<file path="src/design/b58d_pkg.sv">
// shared constants, types and the alphabet lookup of the base58 decoder
`timescale 1ns / 1ps

package b58d_pkg;

    localparam int ACC_WORDS  = 7;
    localparam int ACC_BITS   = 32 * ACC_WORDS;
    localparam int OUT_BYTES  = 1 + 4 * (ACC_WORDS - 1);
    localparam int FRAME_BITS = 8 * OUT_BYTES;
    localparam int CNT_W      = $clog2(OUT_BYTES);
    localparam int DIGIT_W    = 6;

    // the low byte of the top word plus all lower words are exactly the low bits
    typedef struct packed {
        logic [FRAME_BITS-1:0] data;
        logic                  bad;
    } frame_t;

    typedef struct packed {
        logic               bad;
        logic [DIGIT_W-1:0] value;
    } digit_t;

    // bitcoin alphabet, no 0 O I l; anything else is flagged and counts as zero
    function automatic digit_t digit_of(input logic [7:0] ch);
        digit_t     d;
        logic [7:0] v;
        d.bad = 1'b0;
        v     = 8'd0;
        if (ch >= 8'h31 && ch <= 8'h39)
        begin
            v = ch - 8'h31;
        end
        else if (ch >= 8'h41 && ch <= 8'h48)
        begin
            v = ch - 8'h41 + 8'd9;
        end
        else if (ch >= 8'h4a && ch <= 8'h4e)
        begin
            v = ch - 8'h4a + 8'd17;
        end
        else if (ch >= 8'h50 && ch <= 8'h5a)
        begin
            v = ch - 8'h50 + 8'd22;
        end
        else if (ch >= 8'h61 && ch <= 8'h6b)
        begin
            v = ch - 8'h61 + 8'd33;
        end
        else if (ch >= 8'h6d && ch <= 8'h7a)
        begin
            v = ch - 8'h6d + 8'd44;
        end
        else
        begin
            d.bad = 1'b1;
        end
        d.value = v[DIGIT_W-1:0];
        return d;
    endfunction

endpackage

</file>
<file path="src/design/b58d_in_if.sv">
// character stream interface of the base58 decoder
`timescale 1ns / 1ps

interface b58d_in_if;
    logic       valid;
    logic       ready;
    logic [7:0] char_code;
    logic       last_char;

    modport source (output valid, output char_code, output last_char, input ready);
    modport sink   (input valid, input char_code, input last_char, output ready);
endinterface

</file>
<file path="src/design/b58d_out_if.sv">
// byte stream interface of the base58 decoder
`timescale 1ns / 1ps

interface b58d_out_if;
    logic       valid;
    logic       ready;
    logic [7:0] out_byte;
    logic       last_byte;
    logic       bad_char;

    modport source (output valid, output out_byte, output last_byte, output bad_char,
                    input ready);
    modport sink   (input valid, input out_byte, input last_byte, input bad_char,
                    output ready);
endinterface

</file>
<file path="src/design/base58_decoder_25_bytes_core.sv">
// top level of the base58 decoder: accumulator and byte serializer
`timescale 1ns / 1ps

// Decodes a bitcoin-alphabet base58 string, one character word per cycle while
// no last character is held, into a 25-byte result, most significant byte
// first, with bad_char set on every byte when any character of the string was
// outside the alphabet (such a character counts as digit zero). Characters
// enter at one per cycle while no last character is held: the accumulator
// multiplies its 224 bits by 58 with a shift-add in the cycle after the word is
// taken, and values past 224 bits wrap. The last character passes through the
// input register and, when the serializer is free, loads the frame register, and
// the 25 bytes leave from the frame register at one per cycle when the sink is
// ready. The next string's characters keep flowing in during a burst; only its
// last character is held until the previous burst has been fully taken. No
// clearing pass is needed after reset.

module base58_decoder_25_bytes_core (
    input  logic       clk,
    input  logic       rst_n,
    b58d_in_if.sink    chars,
    b58d_out_if.source bytes
);

    logic             frame_free;
    logic             frame_load;
    b58d_pkg::frame_t frame;

    b58d_accum u_accum (
        .clk        (clk),
        .rst_n      (rst_n),
        .chars      (chars),
        .frame_free (frame_free),
        .frame_load (frame_load),
        .frame      (frame)
    );

    b58d_serializer u_serializer (
        .clk        (clk),
        .rst_n      (rst_n),
        .frame_load (frame_load),
        .frame      (frame),
        .frame_free (frame_free),
        .bytes      (bytes)
    );

endmodule

</file>
<file path="src/design/b58d_accum.sv">
// input register, digit decode and multiply-by-58 accumulator
`timescale 1ns / 1ps

module b58d_accum (
    input  logic             clk,
    input  logic             rst_n,
    b58d_in_if.sink          chars,
    input  logic             frame_free,
    output logic             frame_load,
    output b58d_pkg::frame_t frame
);

    logic                            s1_valid_reg;
    logic [b58d_pkg::DIGIT_W-1:0]    s1_digit_reg;
    logic                            s1_bad_reg;
    logic                            s1_last_reg;
    logic [b58d_pkg::ACC_BITS-1:0]   acc_reg;
    logic [b58d_pkg::ACC_BITS-1:0]   acc_next;
    logic                            err_reg;
    logic                            s1_advance;
    logic                            in_take;
    b58d_pkg::digit_t                dec;

    assign dec        = b58d_pkg::digit_of(chars.char_code);
    // a last character waits until the serializer can take the frame
    assign s1_advance = s1_valid_reg && (!s1_last_reg || frame_free);
    assign chars.ready = !s1_valid_reg || s1_advance;
    assign in_take    = chars.valid && chars.ready;

    // 58 = 64 - 8 + 2, carries out of the top word drop off
    assign acc_next = (acc_reg << 6) - (acc_reg << 3) + (acc_reg << 1)
                    + {{(b58d_pkg::ACC_BITS - b58d_pkg::DIGIT_W){1'b0}}, s1_digit_reg};

    assign frame_load = s1_advance && s1_last_reg;
    assign frame.data = acc_next[b58d_pkg::FRAME_BITS-1:0];
    assign frame.bad  = err_reg | s1_bad_reg;

    always_ff @(posedge clk or negedge rst_n)
    begin
        if (!rst_n)
        begin
            s1_valid_reg <= 1'b0;
        end
        else if (in_take)
        begin
            s1_valid_reg <= 1'b1;
        end
        else if (s1_advance)
        begin
            s1_valid_reg <= 1'b0;
        end
    end

    always_ff @(posedge clk)
    begin
        if (in_take)
        begin
            s1_digit_reg <= dec.bad ? '0 : dec.value;
            s1_bad_reg   <= dec.bad;
            s1_last_reg  <= chars.last_char;
        end
    end

    always_ff @(posedge clk or negedge rst_n)
    begin
        if (!rst_n)
        begin
            acc_reg <= '0;
            err_reg <= 1'b0;
        end
        else if (s1_advance)
        begin
            if (s1_last_reg)
            begin
                acc_reg <= '0;
                err_reg <= 1'b0;
            end
            else
            begin
                acc_reg <= acc_next;
                err_reg <= err_reg | s1_bad_reg;
            end
        end
    end

endmodule

</file>
<file path="src/design/b58d_serializer.sv">
// frame register that hands out the decoded bytes one word at a time
`timescale 1ns / 1ps

module b58d_serializer (
    input  logic             clk,
    input  logic             rst_n,
    input  logic             frame_load,
    input  b58d_pkg::frame_t frame,
    output logic             frame_free,
    b58d_out_if.source       bytes
);

    logic [b58d_pkg::FRAME_BITS-1:0] frame_reg;
    logic                            bad_reg;
    logic                            busy_reg;
    logic [b58d_pkg::CNT_W-1:0]      cnt_reg;
    logic                            at_last;
    logic                            take;

    assign at_last    = cnt_reg == b58d_pkg::CNT_W'(b58d_pkg::OUT_BYTES - 1);
    assign take       = bytes.valid && bytes.ready;
    assign frame_free = !busy_reg || (take && at_last);

    assign bytes.valid     = busy_reg;
    assign bytes.out_byte  = frame_reg[b58d_pkg::FRAME_BITS-1 -: 8];
    assign bytes.last_byte = at_last;
    assign bytes.bad_char  = bad_reg;

    always_ff @(posedge clk or negedge rst_n)
    begin
        if (!rst_n)
        begin
            busy_reg <= 1'b0;
            cnt_reg  <= '0;
        end
        else if (frame_load)
        begin
            busy_reg <= 1'b1;
            cnt_reg  <= '0;
        end
        else if (take)
        begin
            if (at_last)
            begin
                busy_reg <= 1'b0;
            end
            cnt_reg <= cnt_reg + b58d_pkg::CNT_W'(1);
        end
    end

    always_ff @(posedge clk)
    begin
        if (frame_load)
        begin
            frame_reg <= frame.data;
            bad_reg   <= frame.bad;
        end
        else if (take)
        begin
            frame_reg <= frame_reg << 8;
        end
    end

endmodule

</file>
<file path="src/flat_wrapper.sv">
// flat-port wrapper written by rule: the top's interface ports become plain ports
module base58_decoder_25_bytes_core_flat 
  (clk, rst_n, chars_valid, chars_char_code, chars_last_char, chars_ready, bytes_valid, bytes_out_byte, bytes_last_byte, bytes_bad_char, bytes_ready);
  b58d_in_if chars_i ();
  b58d_out_if bytes_i ();
  input  logic clk;
  input  logic rst_n;
  input wire logic [$bits(chars_i.valid)-1:0] chars_valid;
  input wire logic [$bits(chars_i.char_code)-1:0] chars_char_code;
  input wire logic [$bits(chars_i.last_char)-1:0] chars_last_char;
  output wire logic [$bits(chars_i.ready)-1:0] chars_ready;
  output wire logic [$bits(bytes_i.valid)-1:0] bytes_valid;
  output wire logic [$bits(bytes_i.out_byte)-1:0] bytes_out_byte;
  output wire logic [$bits(bytes_i.last_byte)-1:0] bytes_last_byte;
  output wire logic [$bits(bytes_i.bad_char)-1:0] bytes_bad_char;
  input wire logic [$bits(bytes_i.ready)-1:0] bytes_ready;
  assign chars_i.valid = chars_valid;
  assign chars_i.char_code = chars_char_code;
  assign chars_i.last_char = chars_last_char;
  assign chars_ready = chars_i.ready;
  assign bytes_valid = bytes_i.valid;
  assign bytes_out_byte = bytes_i.out_byte;
  assign bytes_last_byte = bytes_i.last_byte;
  assign bytes_bad_char = bytes_i.bad_char;
  assign bytes_i.ready = bytes_ready;
  base58_decoder_25_bytes_core u_core (.clk(clk), .rst_n(rst_n), .chars(chars_i), .bytes(bytes_i));
endmodule
</file>
<file path="config.mk">
export PLATFORM = sky130hd
export DESIGN_NAME = base58_decoder_25_bytes_core_flat
export DESIGN_NICKNAME = d
export VERILOG_FILES = /design/src/design/b58d_pkg.sv /design/src/design/b58d_in_if.sv /design/src/design/b58d_out_if.sv /design/src/design/base58_decoder_25_bytes_core.sv /design/src/design/b58d_accum.sv /design/src/design/b58d_serializer.sv /design/src/flat_wrapper.sv
export SDC_FILE = /design/constraint.sdc
export NUM_CORES = 2
export LEC_CHECK = 0
export BUFFER_PORTS_ARGS = -buffer_cell sky130_fd_sc_hd__buf_2
export CAP_MARGIN = 20
export CORE_MARGIN = 2
export CORE_UTILIZATION = 60
export CTS_CLUSTER_DIAMETER = 60
export DETAILED_ROUTE_END_ITERATION = 16
export PLACE_DENSITY_LB_ADDON = 0.08
export SLEW_MARGIN = 5
export SYNTH_ARGS = -nofsm -noshare
export SYNTH_HDL_FRONTEND = slang
export SYNTH_SLANG_ARGS = --single-unit
</file>
<file path="constraint.sdc">
create_clock -name clk -period 22.4 [get_ports clk]
set_clock_uncertainty 0.2 [all_clocks]
set_input_delay 3.36 -clock clk [delete_from_list [all_inputs] [get_ports clk]]
set_output_delay 3.36 -clock clk [all_outputs]
set_load 0.01 [all_outputs]
</file>
=== Word level (Yosys, flattened, before mapping) ===
Index checks and enable logic that the tools add are counted.

* Register bits: 416
* Bits of input ports: 13
* Output and inout port bits: 12
* Logic and storage cells: 83

* $add $sub $neg: 15
* $lt $le $gt $ge: 12
* Equal/unequal tests: 1
* Multiplexer cells: 23
* Bitwise logic cells: 1
* Reductions and logical operators: 21

{| class="wikitable"
|+ Operators by type and width
! kind !! count
|-
| 2-to-1 mux 200 bit || 2
|-
| adder 200 bit || 1
|-
| adder 200 x 6 -> 200 bit || 1
|-
| subtractor 200 bit || 1
|-
| 2-to-1 mux 199 bit || 1
|-
| >= comparator 8 x 7 -> 1 bit (second input constant) || 5
|-
| less-or-equal comparator 8 x 7 -> 1 bit (second input constant) || 5
|-
| 2-to-1 mux 6 bit || 6
|-
| subtractor 6 bit (second input constant) || 3
|-
| adder 6 x 5 -> 6 bit (second input constant) || 2
|-
| adder 6 bit (second input constant) || 2
|-
| 2-to-1 mux 1 bit || 12
|-
| logical AND 1 bit || 11
|-
| 2-to-1 mux 5 bit || 2
|-
| >= comparator 8 x 6 -> 1 bit (second input constant) || 1
|-
| less-or-equal comparator 8 x 6 -> 1 bit (second input constant) || 1
|-
| adder 6 x 4 -> 6 bit (second input constant) || 1
|-
| nonzero test 2 bit || 3
|-
| subtractor 6 x 1 -> 6 bit (second input constant) || 1
|-
| subtractor 6 x 4 -> 6 bit (second input constant) || 1
|-
| subtractor 6 x 5 -> 6 bit (second input constant) || 1
|-
| adder 5 x 1 -> 5 bit (second input constant) || 1
|-
| equality test 5 bit (second input constant) || 1
|-
| logical NOT 1 bit || 3
|-
| 3 further kinds || 5
|}

=== Logic depth before layout (Yosys ltp) ===
* Word-level depth: 8
* Mapped depth: 17
* Depth with buffers taken out: 16

=== Modules after synthesis ===
Synthesis repeated with hierarchy kept, for this count alone.

* Cells, all modules: 4237
* Area, all modules: 38147.8 µm²

{| class="wikitable"
|+ By module, submodules not included
! module !! instances !! cells an instance !! area an instance (µm²) !! seq. area each (µm²)
|-
| b58d_accum || 1 || 3774 || 28951.5 || 5270.1
|-
| b58d_serializer || 1 || 463 || 9196.3 || 6185.9
|}

=== Worst setup path after synthesis ===
No wires, ideal clock.

* Path type: in2reg
* Start: in bytes_ready
* End: reg u_core.u_serializer.frame_reg[0] (netlist name), enable pin
* Data arrival time: 7.806 ns
* Required time: 20.617 ns
* Setup slack: 12.811 ns
* Stages on the path: 6
* Cell sequence: a21boi_0 > or2_2 > clkbuf_1 > clkbuf_1 > clkbuf_1 > nand2_1

* Longest elaborated chain between the ends: 7

{| class="wikitable"
|+ Ends and longest elaborated chain
! item !! line !! source
|-
| start: declaration || flat_wrapper.sv:16 || <nowiki>input wire logic [$bits(bytes_i.ready)-1:0] bytes_ready;</nowiki>
|-
| logical AND 1 bit (*) || b58d_serializer.sv:21 || <nowiki>assign take = bytes.valid && bytes.ready;</nowiki>
|-
| logical AND 1 bit || b58d_serializer.sv:22 || <nowiki>assign frame_free = !busy_reg || (take && at_last);</nowiki>
|-
| logical OR 1 bit || b58d_serializer.sv:22 ||
|-
| logical OR 1 bit || b58d_accum.sv:26 || <nowiki>assign s1_advance = s1_valid_reg && (!s1_last_reg || frame_free);</nowiki>
|-
| logical AND 1 bit || b58d_accum.sv:26 ||
|-
| logical AND 1 bit || b58d_accum.sv:34 || <nowiki>assign frame_load = s1_advance && s1_last_reg;</nowiki>
|-
| nonzero test 2 bit (no source line) (*) || - ||
|-
| end signal: assignment || b58d_serializer.sv:55 || <nowiki>frame_reg <= frame.data;</nowiki>
|-
| end signal: assignment || b58d_serializer.sv:60 || <nowiki>frame_reg <= frame_reg << 8;</nowiki>
|-
| end: declaration || b58d_serializer.sv:13 || <nowiki>logic [b58d_pkg::FRAME_BITS-1:0] frame_reg;</nowiki>
|}

Mark *: on every way between the ends. The rest lies on a longest branch, timed or not.
A chain may end at the register's enable or synchronous reset.

=== Worst setup path in the final report ===
* Start: in bytes_ready
* End: out chars_ready

* Longest elaborated chain between the ends: 6

{| class="wikitable"
|+ Ends and longest elaborated chain
! item !! line !! source
|-
| logical AND 1 bit || b58d_serializer.sv:21 ||
|-
| logical AND 1 bit || b58d_serializer.sv:22 ||
|-
| logical OR 1 bit || b58d_serializer.sv:22 ||
|-
| logical OR 1 bit || b58d_accum.sv:26 ||
|-
| logical AND 1 bit || b58d_accum.sv:26 ||
|-
| logical OR 1 bit || b58d_accum.sv:27 || <nowiki>assign chars.ready = !s1_valid_reg || s1_advance;</nowiki>
|-
| end: declaration || flat_wrapper.sv:11 || <nowiki>output wire logic [$bits(chars_i.ready)-1:0] chars_ready;</nowiki>
|}

No other way between the ends.

==> reports/results.ini <==
[setup_path]
critPathMostFrequentCell = buf_2
slowest_stage = a21boi_0
crit_path_start_kind = input pin
worstSetupPathType = in -> out
worstSetupEndpointType = output pin
crit_fanout = 4
crit_required_ns = 18.84
slowest_delay_ns = 0.32
worstPathArrival_ns = 4.15
cp_cell_sequence = buf_2 > a21boi_0 > nand3_1 > buf_2

[finish]
layout.nets = 4964
fill_cells = 5351
final_cell_mix = 865 x nand2_1, 676 x inv_1, 394 x a21oi_1
largest_register_ffs = 200
areaGrowthSynthToFinish_pct = 6.34
final_common_cell = nand2_1
antenna_cells = 0
drive_gt1_share_pct = 4.82
finalNonFillerCells = 5421
design_area_mm2 = 0.0397
final_util_pct = 64.4

[clocking]
clk_pin_slew_worst_paths_ns = 0.06
post_cts_buffers = 0
clk-insertion-delay-late_ns = 0.62
numCtsBuffers = 50
postCtsHoldBufs = 0
clk_path_buf_depth = 3
cts-root-buf = clkbuf_16
ctsResizeCount = 0
numClockSinks = 416
cts_tree = done
h-tree-depth = 2

[global_routing]
grt_max_degree = 99
grt_overflow = 0
grt.total_usage_pct = 37.5
grt_pass1_vias = 32200
grt_pass1_wl_um = 185000
antenna_found_initial = 3

[logic_synthesis]
yosys_warnings = 0
async_reset_ff_share_pct = 49.8
synth.largest_area_cell = edfxtp_1
synth_area_leaders = edfxtp_1 17%, dfrtp_1 14%, fa_1 11%
syn_nets = 5047
synth_area_per_cell_um2 = 8.07
synthFlopType = edfxtp_1
synthDistinctLibCells = 89
yosysTopAreaCellShare_pct = 16.8
ys_seq_area_share_pct = 30.7
ys_ff_latch = 416
synth-edff-count = 209
synthCells = 4625
syn_area_mm2 = 0.0373

[sta]
rsz0062_at_grt = false
finalSetupViolCount = 0
slew_violations = 0
fmaxAchievable_mhz = 130
worstMarginPinSlew_ns = 1.21
relSlewSlack_pct = 18.9
final.setup.tns_ns = 0
fin_crit_ns = 7.71
final-hold-violation-count = 0
period_share_pct = 34.4

[routing]
wire_per_inst_um = 22.2
first_pass_iters = 6
drcViolationCount = 0
vias = 33100
drt-initial-drc-count = 3145
vias_per_cell = 6.11
ant_nets = 0
wl_um = 120000

[outcome]
status = complete, no violations

[floorplanning]
design.core.area_mm2 = 0.0616
ios = 25
start_util_pct = 60.6
fp.dieH_um = 253
rows = 91
die_w_um = 253
die-area_mm2 = 0.0642

[place]
place_area_mm2 = 0.0379
dp_hpwl_um = 95900
finalWeightedCongestion = 1.04
portBuffers = 24
placed_cells = 5324

[min_path]
hold_path.class = reg -> reg

[run]
max-cap-violations = 0

per-layer routing:
| layer | share of wire, % | global-route usage (%) | up-vias |
|---|---|---|---|
| met2 | 47 | 61.4 | 1375 |
| met1 | 41 | 48.7 | 15900 |
| met5 | 0.056 | 0 | - |
| met4 | 5.4 | 18.5 | 4 |
| met3 | 7.3 | 5.80 | 333 |
| li1 | - | - | 15500 |
layout make-up:
type / count / area, um^2 / area share (%)
clock inverters: 27 / 300 / 0.757
multi-input cells: 3349 / 22600 / 56.9
inverters: 677 / 2550 / 6.42
repair buffers: 48 / 348 / 0.877
clock buffers: 67 / 1390 / 3.50
flip-flops and latches: 416 / 11500 / 28.9
well taps: 837 / 1050 / 2.64
synthesized netlist by cell type (all sizes together) (73+ instances only):
cell,count
inv,676
clkbuf,128
edfxtp,209
xor2,73
o21bai,79
o21ai,417
nor2,262
nand4,108
a21oi,395
dfrtp,207
fa,197
nand2,867
ha,212
xnor2,133
through the flow:
stage               setup slack [ns]  hold WS (ns)
CTS                            14.69         0.291
global route                   14.62         0.331
finish                         14.69         0.287
global placement               14.71         0.267
detailed placement             14.70         0.277
floorplan                      12.81         0.254
worst paths after layout:
check | startpoint | endpoint | slack, ns | depth (start not counted)
setup / recovery | bytes_ready | chars_ready | 14.69 | 4
hold / removal | u_core.u_accum.err_reg$_DFFE_PN0P_ | u_core.u_accum.err_reg$_DFFE_PN0P_ | 0.29 | 2
setup reg to reg | u_core.u_accum.acc_reg[51]$_DFFE_PN0P_ | u_core.u_serializer.frame_reg[186]$_DFFE_PP_ | 16.36 | 16
hold reg to reg | u_core.u_accum.err_reg$_DFFE_PN0P_ | u_core.u_accum.err_reg$_DFFE_PN0P_ | 0.29 | 2
max in group asynchronous | rst_n | u_core.u_accum.acc_reg[47]$_DFFE_PN0P_ | 18.21 | 2
min in group asynchronous | rst_n | u_core.u_accum.acc_reg[140]$_DFFE_PN0P_ | 2.56 | 1
critical path, delay by kind of cell:
| family | cells | cell delay, ns |
|---|---|---|
| AOI/OAI and AO/OA | 1 | 0.32 |
| buffers and inverters | 2 | 0.30 |
| and+or+nand+nor | 1 | 0.17 |
cells by family (layout without fill, tap and decap cells):
family	Yosys count	after routing	share of synthesized area (%)
and+or+nand+nor	1460	1460	16.8
AOI/OAI and AO/OA	1231	1231	19.9
buffers and inverters	860	819	8.82
DFF	416	416	30.7
adders and majority gates	409	409	17.7
xor gates and xnor gates	206	206	4.84
muxes	43	43	1.30
Power is left out: the tool's default activity adds up to more than one toggle a clock period on the data nets, which glitch-free logic cannot reach.
